[src/meiu_pkg.sv]
// ----------------------------------------------------------------------------
// meiu_pkg
// Shared types and constants of the CP0 exception and interrupt unit:
// request codes, register selects, CP0 bit positions and vector addresses.
// ----------------------------------------------------------------------------
package meiu_pkg;

    localparam int unsigned XLEN     = 32;
    localparam int unsigned NUM_IRQ  = 8;
    localparam int unsigned CFG_IDXW = 1;

    // request codes
    localparam logic [3:0] REQ_SET_IRQ = 4'd0;
    localparam logic [3:0] REQ_CLR_IRQ = 4'd1;
    localparam logic [3:0] REQ_POLL    = 4'd2;
    localparam logic [3:0] REQ_EXC     = 4'd3;
    localparam logic [3:0] REQ_COPU    = 4'd4;
    localparam logic [3:0] REQ_ERET    = 4'd5;
    localparam logic [3:0] REQ_DERET   = 4'd6;
    localparam logic [3:0] REQ_DEBUG   = 4'd7;
    localparam logic [3:0] REQ_WRITE   = 4'd8;
    localparam logic [3:0] REQ_READ    = 4'd9;

    // register selects
    localparam logic [2:0] SEL_STATUS = 3'd0;
    localparam logic [2:0] SEL_CAUSE  = 3'd1;
    localparam logic [2:0] SEL_EPC    = 3'd2;
    localparam logic [2:0] SEL_ERREPC = 3'd3;
    localparam logic [2:0] SEL_DEPC   = 3'd4;
    localparam logic [2:0] SEL_DEBUG  = 3'd5;

    // configuration register indexes
    localparam logic [CFG_IDXW-1:0] CFG_EXC_BASE  = 1'd0;
    localparam logic [CFG_IDXW-1:0] CFG_PRIO_MODE = 1'd1;

    // exception codes; INT, TLBL and TLBS have special vectors
    localparam logic [4:0] EXC_INT  = 5'd0;
    localparam logic [4:0] EXC_TLBL = 5'd2;
    localparam logic [4:0] EXC_TLBS = 5'd3;
    localparam logic [4:0] EXC_CPU  = 5'd11;

    // status bits
    localparam int unsigned ST_IE  = 0;
    localparam int unsigned ST_EXL = 1;
    localparam int unsigned ST_ERL = 2;
    localparam int unsigned ST_BEV = 22;

    // cause bits
    localparam int unsigned CA_IV = 23;
    localparam int unsigned CA_BD = 31;

    // debug bits
    localparam logic [XLEN-1:0] DB_TYPE = 32'h000C_7C3F;
    localparam int unsigned     DB_IEXI = 20;
    localparam int unsigned     DB_DM   = 30;
    localparam int unsigned     DB_DBD  = 31;

    // vectors, offsets and reset values
    localparam logic [XLEN-1:0] BOOT_BASE     = 32'hBFC0_0200;
    localparam logic [XLEN-1:0] DEBUG_VEC     = 32'hBFC0_0480;
    localparam logic [XLEN-1:0] EBASE_RESET   = 32'h8000_0000;
    localparam logic [XLEN-1:0] OFF_GEN       = 32'h0000_0180;
    localparam logic [XLEN-1:0] OFF_TLB       = 32'h0000_0000;
    localparam logic [XLEN-1:0] OFF_INT       = 32'h0000_0200;
    localparam logic [XLEN-1:0] STATUS_RESET  = 32'h0040_0000;

    typedef struct packed {
        logic [3:0]      req_type;
        logic [4:0]      cause_code;
        logic            in_delay_slot;
        logic [XLEN-1:0] cur_pc;
        logic            isa16;
        logic [2:0]      irq_line;
        logic [XLEN-1:0] debug_kind;
        logic [2:0]      reg_select;
        logic [XLEN-1:0] write_value;
    } meiu_in_t;

    typedef struct packed {
        logic            redirect;
        logic [XLEN-1:0] new_pc;
        logic            new_isa16;
        logic            clear_link;
        logic            int_pending;
        logic [XLEN-1:0] read_data;
    } meiu_out_t;

endpackage

[src/mips_exception_interrupt_unit_top.sv]
// ----------------------------------------------------------------------------
// mips_exception_interrupt_unit_top
// MIPS32 CP0 exception and interrupt unit: interrupt lines, exception entry,
// ERET/DERET, debug exception entry and CP0 register access.
// ----------------------------------------------------------------------------
// One request is taken per clock cycle, sustained while m_ready is high. Each
// request waits in the input register until the result register is free or
// its result is being taken, and then moves into the result register, which
// offers it on m_valid. The input register holds a further request while a
// result waits, so the unit keeps accepting until both registers are full.
// All CP0 state is updated at the edge on which a request moves from the
// input register to the result register.
// ----------------------------------------------------------------------------
module mips_exception_interrupt_unit_top
    import meiu_pkg::*;
(
    input  logic                aclk,
    input  logic                aresetn,
    input  logic                s_valid,
    output logic                s_ready,
    input  meiu_in_t            s_data,
    output logic                m_valid,
    input  logic                m_ready,
    output meiu_out_t           m_data,
    input  logic                cfg_we,
    input  logic [CFG_IDXW-1:0] cfg_index,
    input  logic [XLEN-1:0]     cfg_wdata
);

    logic            in_valid_reg;
    meiu_in_t        in_data_reg;
    logic            out_valid_reg;
    meiu_out_t       out_data_reg;
    meiu_out_t       out_data_next;
    logic            advance;

    logic [XLEN-1:0] exception_base_reg;
    logic            prio_mode_reg;

    logic [XLEN-1:0] status_reg, status_next;
    logic [XLEN-1:0] cause_reg, cause_next;
    logic [XLEN-1:0] epc_reg, epc_next;
    logic [XLEN-1:0] error_epc_reg, error_epc_next;
    logic [XLEN-1:0] depc_reg, depc_next;
    logic [XLEN-1:0] debug_reg, debug_next;
    logic [NUM_IRQ-1:0] lines_reg, lines_next;
    logic            pending_reg, pending_next;

    logic [XLEN-1:0] cause_pre;
    logic            take_exc;
    logic [4:0]      exc_sel;
    logic            exc_bd;
    logic            irq_ok;
    logic [XLEN-1:0] vec_base;
    logic [XLEN-1:0] vec_off;
    logic [XLEN-1:0] ret_pc;
    logic [XLEN-1:0] pc_isa;

    assign advance = in_valid_reg && (!out_valid_reg || m_ready);
    assign s_ready = !in_valid_reg || advance;
    assign m_valid = out_valid_reg;
    assign m_data  = out_data_reg;
    assign pc_isa  = in_data_reg.cur_pc | {{(XLEN-1){1'b0}}, in_data_reg.isa16};

    always_comb begin
        status_next    = status_reg;
        cause_next     = cause_reg;
        epc_next       = epc_reg;
        error_epc_next = error_epc_reg;
        depc_next      = depc_reg;
        debug_next     = debug_reg;
        lines_next     = lines_reg;
        pending_next   = pending_reg;
        out_data_next  = '0;
        cause_pre      = cause_reg;
        take_exc       = 1'b0;
        exc_sel        = EXC_INT;
        exc_bd         = 1'b0;
        irq_ok         = 1'b0;
        vec_base       = '0;
        vec_off        = OFF_GEN;
        ret_pc         = '0;

        case (in_data_reg.req_type)
            REQ_SET_IRQ: begin
                lines_next = lines_reg | (NUM_IRQ'(1) << in_data_reg.irq_line);
            end
            REQ_CLR_IRQ: begin
                lines_next = lines_reg & ~(NUM_IRQ'(1) << in_data_reg.irq_line);
                if (lines_next == '0) begin
                    pending_next = 1'b0;
                end
            end
            REQ_POLL: begin
                cause_pre  = {cause_reg[31:16], lines_reg, cause_reg[7:0]};
                cause_next = cause_pre;
                if (status_reg[ST_IE] && !status_reg[ST_EXL] && !status_reg[ST_ERL]) begin
                    if (prio_mode_reg) begin
                        irq_ok = cause_pre[15:10] > status_reg[15:10];
                    end else begin
                        irq_ok = (cause_pre[15:8] & status_reg[15:8]) != '0;
                    end
                end
                pending_next = irq_ok;
                take_exc     = irq_ok;
            end
            REQ_EXC: begin
                take_exc = 1'b1;
                exc_sel  = in_data_reg.cause_code;
                exc_bd   = in_data_reg.in_delay_slot;
            end
            REQ_COPU: begin
                cause_pre = {cause_reg[31:30], 2'b01, cause_reg[27:0]};
                take_exc  = 1'b1;
                exc_sel   = EXC_CPU;
                exc_bd    = in_data_reg.in_delay_slot;
            end
            REQ_ERET: begin
                if (status_reg[ST_ERL]) begin
                    status_next[ST_ERL] = 1'b0;
                    ret_pc = error_epc_reg;
                end else begin
                    status_next[ST_EXL] = 1'b0;
                    ret_pc = epc_reg;
                end
                out_data_next.redirect   = 1'b1;
                out_data_next.clear_link = 1'b1;
                out_data_next.new_isa16  = ret_pc[0];
                out_data_next.new_pc     = {ret_pc[XLEN-1:1], 1'b0};
            end
            REQ_DERET: begin
                debug_next[DB_DM]       = 1'b0;
                debug_next[DB_IEXI]     = 1'b0;
                out_data_next.redirect  = 1'b1;
                out_data_next.new_isa16 = depc_reg[0];
                out_data_next.new_pc    = {depc_reg[XLEN-1:1], 1'b0};
            end
            REQ_DEBUG: begin
                debug_next          = (debug_reg & ~DB_TYPE) | in_data_reg.debug_kind;
                debug_next[DB_DBD]  = in_data_reg.in_delay_slot;
                debug_next[DB_DM]   = 1'b1;
                debug_next[DB_IEXI] = 1'b1;
                depc_next           = pc_isa;
                pending_next        = 1'b0;
                out_data_next.redirect = 1'b1;
                out_data_next.new_pc   = DEBUG_VEC;
            end
            REQ_WRITE: begin
                case (in_data_reg.reg_select)
                    SEL_STATUS: status_next    = in_data_reg.write_value;
                    SEL_CAUSE:  cause_next     = in_data_reg.write_value;
                    SEL_EPC:    epc_next       = in_data_reg.write_value;
                    SEL_ERREPC: error_epc_next = in_data_reg.write_value;
                    SEL_DEPC:   depc_next      = in_data_reg.write_value;
                    SEL_DEBUG:  debug_next     = in_data_reg.write_value;
                    default: ;
                endcase
            end
            REQ_READ: begin
                case (in_data_reg.reg_select)
                    SEL_STATUS: out_data_next.read_data = status_reg;
                    SEL_CAUSE:  out_data_next.read_data = cause_reg;
                    SEL_EPC:    out_data_next.read_data = epc_reg;
                    SEL_ERREPC: out_data_next.read_data = error_epc_reg;
                    SEL_DEPC:   out_data_next.read_data = depc_reg;
                    SEL_DEBUG:  out_data_next.read_data = debug_reg;
                    default:    out_data_next.read_data = '0;
                endcase
            end
            default: ;
        endcase

        if (take_exc) begin
            cause_next = cause_pre;
            if (!status_reg[ST_EXL]) begin
                epc_next          = pc_isa;
                cause_next[CA_BD] = exc_bd;
                if (exc_sel inside {EXC_TLBL, EXC_TLBS}) begin
                    vec_off = OFF_TLB;
                end else if (exc_sel == EXC_INT && cause_pre[CA_IV]) begin
                    vec_off = OFF_INT;
                end
            end
            cause_next[6:2] = exc_sel;
            if (exc_sel == EXC_INT) begin
                lines_next = '0;
            end
            status_next[ST_EXL] = 1'b1;
            status_next[ST_ERL] = 1'b0;
            pending_next        = 1'b0;
            vec_base = status_reg[ST_BEV] ? BOOT_BASE : exception_base_reg;
            out_data_next.redirect = 1'b1;
            out_data_next.new_pc   = vec_base + vec_off;
        end

        out_data_next.int_pending = pending_next;
    end

    always_ff @(posedge aclk) begin
        if (!aresetn) begin
            in_valid_reg       <= 1'b0;
            out_valid_reg      <= 1'b0;
            exception_base_reg <= EBASE_RESET;
            prio_mode_reg      <= 1'b0;
            status_reg         <= STATUS_RESET;
            cause_reg          <= '0;
            epc_reg            <= '0;
            error_epc_reg      <= '0;
            depc_reg           <= '0;
            debug_reg          <= '0;
            lines_reg          <= '0;
            pending_reg        <= 1'b0;
        end else begin
            if (cfg_we) begin
                case (cfg_index)
                    CFG_EXC_BASE:  exception_base_reg <= cfg_wdata;
                    CFG_PRIO_MODE: prio_mode_reg      <= cfg_wdata[0];
                    default: ;
                endcase
            end
            if (s_ready) begin
                in_valid_reg <= s_valid;
            end
            if (advance) begin
                out_valid_reg <= 1'b1;
                status_reg    <= status_next;
                cause_reg     <= cause_next;
                epc_reg       <= epc_next;
                error_epc_reg <= error_epc_next;
                depc_reg      <= depc_next;
                debug_reg     <= debug_next;
                lines_reg     <= lines_next;
                pending_reg   <= pending_next;
            end else if (m_ready) begin
                out_valid_reg <= 1'b0;
            end
        end
    end

    always_ff @(posedge aclk) begin
        if (s_valid && s_ready) begin
            in_data_reg <= s_data;
        end
        if (advance) begin
            out_data_reg <= out_data_next;
        end
    end

endmodule

[config.mk]
export PLATFORM = sky130hd
export DESIGN_NAME = mips_exception_interrupt_unit_top
export DESIGN_NICKNAME = d
export VERILOG_FILES = /design/src/meiu_pkg.sv /design/src/mips_exception_interrupt_unit_top.sv
export SDC_FILE = /design/constraint.sdc
export NUM_CORES = 1
export LEC_CHECK = 0
export BUFFER_PORTS_ARGS = -buffer_cell sky130_fd_sc_hd__buf_2
export CAP_MARGIN = 20
export CELL_PAD_IN_SITES_DETAIL_PLACEMENT = 1
export CELL_PAD_IN_SITES_GLOBAL_PLACEMENT = 1
export CORE_AREA = 10 10 212 214
export CTS_CLUSTER_SIZE = 16
export DETAILED_ROUTE_END_ITERATION = 16
export DIE_AREA = 0 0 222 224
export PLACE_DENSITY_LB_ADDON = 0.1
export SYNTH_ARGS = -nofsm -noshare
export SYNTH_HDL_FRONTEND = slang
export SYNTH_SLANG_ARGS = --single-unit
[constraint.sdc]
create_clock -name aclk -period 5.8 [get_ports aclk]
set_input_delay 1.16 -clock aclk [delete_from_list [all_inputs] [get_ports aclk]]
set_output_delay 1.16 -clock aclk [all_outputs]
set_load 0.01 [all_outputs]
* Word level (Yosys, flattened, before mapping)
Cells that the tools add are included.
** Operators by class
- Order comparisons :: 1
- Add/subtract/negate cells :: 1
- Eq/ne operators :: 27
- Reduce and logical (&&, ||, !) cells :: 39
- Multiplexer cells :: 45
- Bitwise gates (word level) :: 9
- Shifts and indexed selects :: 1
** Operators by type and width (count)
- two-way mux 32 bit :: 12
- one-hot mux 32 bit (6 select lines) :: 1
- one-hot mux 32 bit (2 select lines) :: 2
- one-hot mux 33 bit (3 select lines) :: 1
- one-hot mux 30 bit (2 select lines) :: 1
- one-hot mux 20 bit (2 select lines) :: 1
- adder 32 bit :: 1
- bitwise OR 32 x 1 -> 32 bit :: 1
- two-way mux 10 bit :: 3
- bitwise OR 30 bit :: 1
- one-hot mux 9 bit (2 select lines) :: 1
- AND reduction 3 bit :: 6
- bitwise AND 8 bit :: 2
- == test 4 x 3 -> 1 bit (second input constant) :: 4
- two-way mux 8 bit :: 2
- one-hot mux 8 bit (2 select lines) :: 1
- AND reduction 5 bit :: 3
- != test 2 bit (second input constant) :: 6
- nonzero test 2 bit :: 6
- == test 5 x 2 -> 1 bit (second input constant) :: 2
- two-way mux 1 bit :: 10
- one-hot mux 5 bit (2 select lines) :: 1
- != test 3 bit (second input constant) :: 3
- one-hot mux 1 bit (3 select lines) :: 3
- other kinds (29) :: 49
** Word-level totals
- Bits in registers :: 415
- Bits of input ports :: 151
- Output and inout bits :: 70
- Logic and storage cells :: 157

* Logic depth before layout (Yosys ltp)
Gate-level depths: netlist of the first run.
- Depth after elaboration :: 10
- Depth in mapped cells :: 14
- Depth with buffers taken out :: 12

* Worst setup path before layout of the first run
OpenSTA, ideal clock, no wires.
- Kind :: input -> register
- From :: input port m_ready
- To :: register out_data_reg, in the netlist m_data[0], enable pin
- Library setup time :: 0.459 ns
- Stages on the path :: 7
- Data required time :: 5.341 ns
- Slack :: 1.233 ns
- Path buffers :: 4
- Data arrival time :: 4.108 ns
- Path through :: nor2b_1 nand2b_1 buf_2 inv_1 buf_2 clkbuf_1 clkbuf_1
** Between the ends
- Longest elaborated chain between the ends :: 2
** RTL lines
- from (decl) :: line mips_exception_interrupt_unit_top.sv:23 : input logic m_ready,
- logical OR 1 bit :: line mips_exception_interrupt_unit_top.sv:59 : assign advance = in_valid_reg && (!out_valid_reg || m_ready);
- logical AND 1 bit :: line mips_exception_interrupt_unit_top.sv:59
- via advance :: line mips_exception_interrupt_unit_top.sv:35 : logic advance;
- to (signal assigned) :: line mips_exception_interrupt_unit_top.sv:245 : out_data_reg <= out_data_next;
- to (decl) :: line mips_exception_interrupt_unit_top.sv:33 : meiu_out_t out_data_reg;
The timed path passes the listed nets, and every way through them passes these cells.
A chain may end at the register's enable or synchronous reset.

==> results.ini, run 1 <==
[status]
status = completed

[routing]
via_per_inst = 6.24
routed_wirelength_mm = 68.4
first_pass_iters = 6
wl_per_cell_um = 27.1
drc = 0
drt_iter0_drc = 1677
postRouteAntennaNets = 0
vias = 15700

[clocking]
cts_root_buf = clkbuf_16
cts_hold_buf = 0
cts_tree = done
clk_latency_ps = 590
clk_pin_slew_ps = 60
clock_sinks = 414
cts_setup_buffers = 0
clockBufferDepth = 3
post_cts_resized = 0
cts-buffers-inserted = 46
cts_max_level = 2

[sta]
rsz0062_at_grt = no
fin_crit_ps = 3940
timing.final.crit_share_pct = 67.9
hold_viol_final = 0
final-max-slew-violation-count = 0
tightestPinTransition_ps = 1130
fmax_mhz = 254
setup_violations = 0
relSlewSlack_pct = 24.3
tns_ps = 0
finClkSkew_ps = 18.5
holdWs_ps = 456

[global_route]
grt_use_total_pct = 26.4
met1_usage_pct = 36.0
grt_start_max_net_pins = 89
grtUsageMet3_pct = 6.07
gr-total-overflow = 0
antenna_found_initial = 0
grt_pass1_vias = 15900
grt_busiest_layer = met2
gr-usage-met2_pct = 41.2
grt_pass1_wl_mm = 102

[floorplan]
row_count = 74
pin_count = 221
die_y_um = 224
initial_core_util_pct = 44.6
fp.dieW_um = 222
core_area_um2 = 40600
die_area_um2 = 49700

[synth]
synthCells = 1803
synth_edf_count = 178
async_flop_share_pct = 0
syn-cell-area_um2 = 18100
ys_warn_count = 0
ys_ff_latch = 414
avgSynthCellArea_um2 = 10.0
ys_seq_area_share_pct = 55.7
yosysUniqueCellTypes = 66
syn_nets = 1970
synth.top_cells.by_area = edfxtp_1 (30%), dfxtp_1 (26%), nand2_1 (6.0%)
yosysTopAreaCell = edfxtp_1
synth_top_area_share_pct = 29.6
synth_ff_type = dfxtp_1

[layout]
drive_above_1_share_pct = 17.7
area_growth_pct = 16.2
final_common_cell = nand2_1
nets = 2118
largest_reg_flops = 110
diodes = 0
most-common-layout-cells = nand2_1 (289), dfxtp_1 (235), buf_2 (217), a21oi_1 (187), edfxtp_1 (178)

[place]
dp.final_hpwl_mm = 43.9
portBuffers = 217
gp_congestion = 0.879

[setup_path]
max_stage_delay_ps = 760
cp_num_buf_inv = 0
cp-end-kind = register
critPathSlowestCell = edfxtp_1
crit_fanout = 11
required_ps = 6100
cp-start-kind = register
path_class = reg -> reg
cp.arrival_ps = 4240
crit_chain = nor4bb_4 > o31ai_1 > nand2_1 > a211o_1 > ha_1 > fa_1 > a21oi_1 > nor2_1 > and3_1 > and3b_1 > xor2_1 > o21ai_1
crit_family = simple AND/OR/NAND/NOR gates

[pwr]
p_leak_nw = 7.19
irDropWorstVdd_uv = 227
p_per_area_nw_per_um2 = 305

[job]
drv_cap = 0

[hold_path]
hold_path_class = reg -> reg

[Yosys cell counts (3+ instances only)]
| master | n |
|---|---|
| nand2_1 | 291 |
| a221o_1 | 8 |
| o221ai_1 | 11 |
| a31oi_1 | 33 |
| nand4_1 | 39 |
| inv_1 | 14 |
| nor2b_1 | 10 |
| and3b_1 | 6 |
| ha_1 | 15 |
| nand2b_1 | 11 |
| o21a_1 | 18 |
| nand3_1 | 60 |
| a21oi_1 | 187 |
| clkbuf_1 | 120 |
| buf_1 | 11 |
| nor3_1 | 9 |
| a311oi_1 | 17 |
| nand3b_1 | 7 |
| a21o_1 | 4 |
| o22ai_1 | 18 |
| and3_1 | 11 |
| mux2i_1 | 67 |
| nor4_1 | 3 |
| or2_2 | 3 |
| dfxtp_1 | 236 |
| buf_2 | 16 |
| edfxtp_1 | 178 |
| o21ai_0 | 24 |
| a211oi_1 | 48 |
| xor2_1 | 5 |
| o221a_2 | 6 |
| nor2_1 | 108 |
| and2_1 | 19 |
| xnor2_1 | 14 |
| a22oi_1 | 99 |
| o211ai_1 | 5 |
| nor3b_1 | 7 |
| o311ai_0 | 29 |
[per-stage QoR]
stage,cell area (um^2),util [%],std cells,worst slack [ps],power (W)
2_1_floorplan,18100,-,1803,1230,0.00345
3_3_place_gp,19500,48.2,2433,1960,0.00363
3_5_place_dp,19500,48.2,2433,1890,0.00365
4_1_cts,21000,51.7,2518,1870,0.00643
5_1_grt,21000,51.8,2520,1540,0.00659
6_report,21000,51.8,2520,1860,0.00640
[report_power, final]
group / total [W] / switching (W) / internal [W]
registers: 0.00322 / 0.0000858 / 0.00314
logic: 0.000371 / 0.000257 / 0.000114
clock network: 0.00280 / 0.00121 / 0.00159
total: 0.00640 / 0.00155 / 0.00484
[logic make-up after synthesis]
group	share of synthesized area [%]
xor gates and xnor gates	0.921
AOI/OAI and AO/OA	19.6
muxes	3.71
adders and majority gates	1.15
buffers and inverters	3.56
and+or+nand+nor	15.3
DFF	55.7
[path summary, 6_finish.rpt]
path | from | end | slack [ps] | cells past startpoint
max reg2reg | in_data_reg[109]$_DFFE_PP_ | m_data[64]$_DFFE_PP_ | 1860 | 12
min reg2reg | status_reg[19]$_SDFFE_PN0P_ | status_reg[19]$_SDFFE_PN0P_ | 460 | 2
max | in_data_reg[109]$_DFFE_PP_ | m_data[64]$_DFFE_PP_ | 1860 | 12
min | status_reg[19]$_SDFFE_PN0P_ | status_reg[19]$_SDFFE_PN0P_ | 460 | 2
[final cells by class]
type / count / area [um^2]
Timing Repair Buffer: 249 / 1360
Tap cell: 532 / 666
Sequential cell: 414 / 10100
Fill cell: 4517 / 19600
Clock inverter: 22 / 131
Multi-Input combinational cell: 1225 / 7420
Inverter: 15 / 61.3
Clock buffer: 63 / 1290
[worst reg2reg max path, delay by kind of cell, from the launching register on]
kind	cells	cell delay [ps]
XOR/XNOR	1	150
flip-flops	1	760
AO/OA/AOI/OAI	4	520
AND/OR/NAND/NOR	5	1770
adder cells (fa/ha/maj)	2	470
[metal layers]
layer | vias up | wire length (um)
met5 | - | 0
met4 | 0 | 1510
met3 | 93 | 6130
met2 | 688 | 30700
met1 | 7945 | 30000
li1 | 7004 | -
Power figures use the tool's default switching activity.
==> run 2: changes to the inputs <==
CORE_AREA = 10 10 221 223   (was 10 10 212 214)
DIE_AREA = 0 0 231 233   (was 0 0 222 224)
clock period = 3.4 ns   (was 5.8 ns; I/O delays follow)
==> run 2 against run 1 <==
  * Critical path depth stayed put
  * Clock power is 88% higher
  * Setup slack worse by 1700 ps
  * Clock skew is 1.6 ps higher
  * First-iteration DRC count is 17% lower
  * Sequential cell count stayed put
  * Clock-buffer cell count stayed put
  * Highest routed layer unchanged
  * Cell count is 4.7% higher
  * Register-to-register slack worse by 1700 ps
  * Core utilization is 2.5 points lower
  * Via count is 0.56% higher
  * Die area is 8.2% higher
==> results.ini, run 2 (same netlist as run 1, synthesis figures left out) <==
[place]
placed_cell_area_um2 = 20000  ; +2.6%
dp.final_hpwl_mm = 47.7  ; +8.8%
gp_congestion = 0.888  ; +1.1%
portBuffers = 217  ; unchanged

[pwr]
p_leak_nw = 7.57  ; +5.3%
total_power_w = 0.0114  ; +79%
p_per_area_nw_per_um2 = 526  ; +73%
irDropWorstVdd_uv = 470  ; +110%

[routing]
wl_per_cell_um = 26.6  ; -2.0%
first_pass_iters = 5  ; -1
drc = 0  ; unchanged
postRouteAntennaNets = 0  ; unchanged
via_per_inst = 6.00  ; -3.9%
drt_iter0_drc = 1395  ; -17%
routed_wirelength_mm = 70.2  ; +2.6%
vias = 15800  ; +0.56%

[global_route]
gr-total-overflow = 0  ; unchanged
grt_use_total_pct = 25.4  ; -1.1 points
grt_pass1_vias = 16100  ; +1.1%
grt_pass1_wl_mm = 104  ; +2.0%
antenna_found_initial = 0  ; unchanged
grt_start_max_net_pins = 70  ; -21%

[sta]
fin_crit_ps = 3240  ; -696 ps
relSlewSlack_pct = 39.2  ; +15 points
hold_viol_final = 0  ; unchanged
finClkSkew_ps = 20.1  ; +1.62 ps
final-max-slew-violation-count = 0  ; unchanged
timing.final.crit_share_pct = 95.4  ; +27 points
fmax_mhz = 308  ; +21%
setup_violations = 0  ; unchanged
tightestPinTransition_ps = 912  ; -222 ps

[clocking]
cts-buffers-inserted = 48  ; +4.3%
cts_root_buf = clkbuf_16
cts_max_level = 2  ; unchanged
clk_pin_slew_ps = 60  ; about the same
clock_sinks = 414  ; unchanged
clk_latency_ps = 590  ; about the same
cts_hold_buf = 0  ; unchanged
cts_tree = done
clockBufferDepth = 3  ; unchanged

[layout]
final_area_um2 = 21700  ; +3.5%
diodes = 0  ; unchanged
nets = 2173  ; +2.6%
largest_reg_flops = 110  ; unchanged
final_common_cell = nand2_1
drive_above_1_share_pct = 20.4  ; +2.8 points
most-common-layout-cells = nand2_1 (290), dfxtp_1 (235), buf_2 (217), a21oi_1 (186), edfxtp_1 (178)
area_growth_pct = 20.2

[setup_path]
required_ps = 3730  ; -2370 ps
path_class = reg -> reg
crit_fanout = 6  ; -5
cp-start-kind = register
reg2reg_slack_ps = 160  ; -1700 ps
cp.arrival_ps = 3580  ; -660 ps
cp-end-kind = register

[status]
status = completed

[floorplan]
initial_core_util_pct = 41.0  ; -3.6 points
row_count = 77  ; +4.1%
fp.dieW_um = 231  ; +4.1%
die_area_um2 = 53800  ; +8.2%
core_area_um2 = 44100  ; +8.8%
pin_count = 221  ; unchanged
die_y_um = 233  ; +4.0%

[job]
drv_cap = 0  ; unchanged

[hold_path]
hold_path_class = in -> reg

-- run 2: cell types whose count changed in the layout (fill, tap and decap cells not counted), moves of 3 or more --
| cell | delta |
|---|---|
| clkinv_2 | +6 |
| buf_4 | +46 |
| clkinv_1 | -4 |
| buf_6 | +3 |
| buf_12 | +5 |
| bufinv_16 | +4 |
-- run 2: worst max-delay path: stages, from the launching register on --
cell and delay [ps]:
edfxtp_1 480, buf_4 190, nor4bb_4 280, nand2_1 110
a211o_1 320, ha_2 220, fa_2 410, a21oi_2 210
nor2_4 80, and3_4 220, a41o_1 240, o21ai_1 150
nand2_1 70
-- run 2: path summary, 6_finish.rpt --
check | start | cells past startpoint | to
max | in_data_reg[111]$_DFFE_PP_ | 12 | m_data[62]$_DFFE_PP_
max reg2reg | in_data_reg[111]$_DFFE_PP_ | 12 | m_data[62]$_DFFE_PP_
min | s_data[28] | 1 | in_data_reg[28]$_DFFE_PP_
min reg2reg | exception_base_reg[0]$_SDFFE_PN0P_ | 2 | exception_base_reg[0]$_SDFFE_PN0P_
-- run 2: power breakdown --
part / leakage, nW / switching (W) / internal, W / total [W]
registers: 3.62 / 0.000139 / 0.00535 / 0.00549
clock network: 0.794 / 0.00214 / 0.00313 / 0.00526
logic: 3.16 / 0.000457 / 0.000223 / 0.000679
-- run 2: through the flow --
stage / utilization [%] / TNS (ps) / cells / setup WS [ps] / hold WS [ps]
2_1_floorplan: - / 0 / 1803 / 32.0 / 431
3_3_place_gp: 45.4 / 0 / 2541 / 86.6 / 442
3_5_place_dp: 45.4 / -49.0 / 2541 / -49.0 / 448
4_1_cts: 49.1 / 0 / 2634 / 53.6 / 234
5_1_grt: 49.2 / -27.7 / 2638 / -16.2 / 250
6_report: 49.2 / 0 / 2638 / 156 / 260
-- run 2: cell type report --
type,instances,area [um^2]
clock inverters,27,260
fillers,4941,22400
flip-flops and latches,414,10100
repair buffers,302,1820
inverters,15,63.8
well taps,592,741
multi-input cells,1225,7440
clock buffers,63,1330
-- run 2: repair_timing --
item / in CTS / in global routing
buffers inserted: 3 / 3
setup endpoints to repair: 1 / 13
gates resized for setup: 2 / 11
pin swaps: 1 / 3
-- run 2: metal layers --
layer,vias to the layer above,track usage [%],wire [um]
met5,-,0,0
li1,7116,-,-
met2,613,40.3,32100
met4,0,7.26,1630
met1,7979,34.0,30600
met3,110,5.93,5910
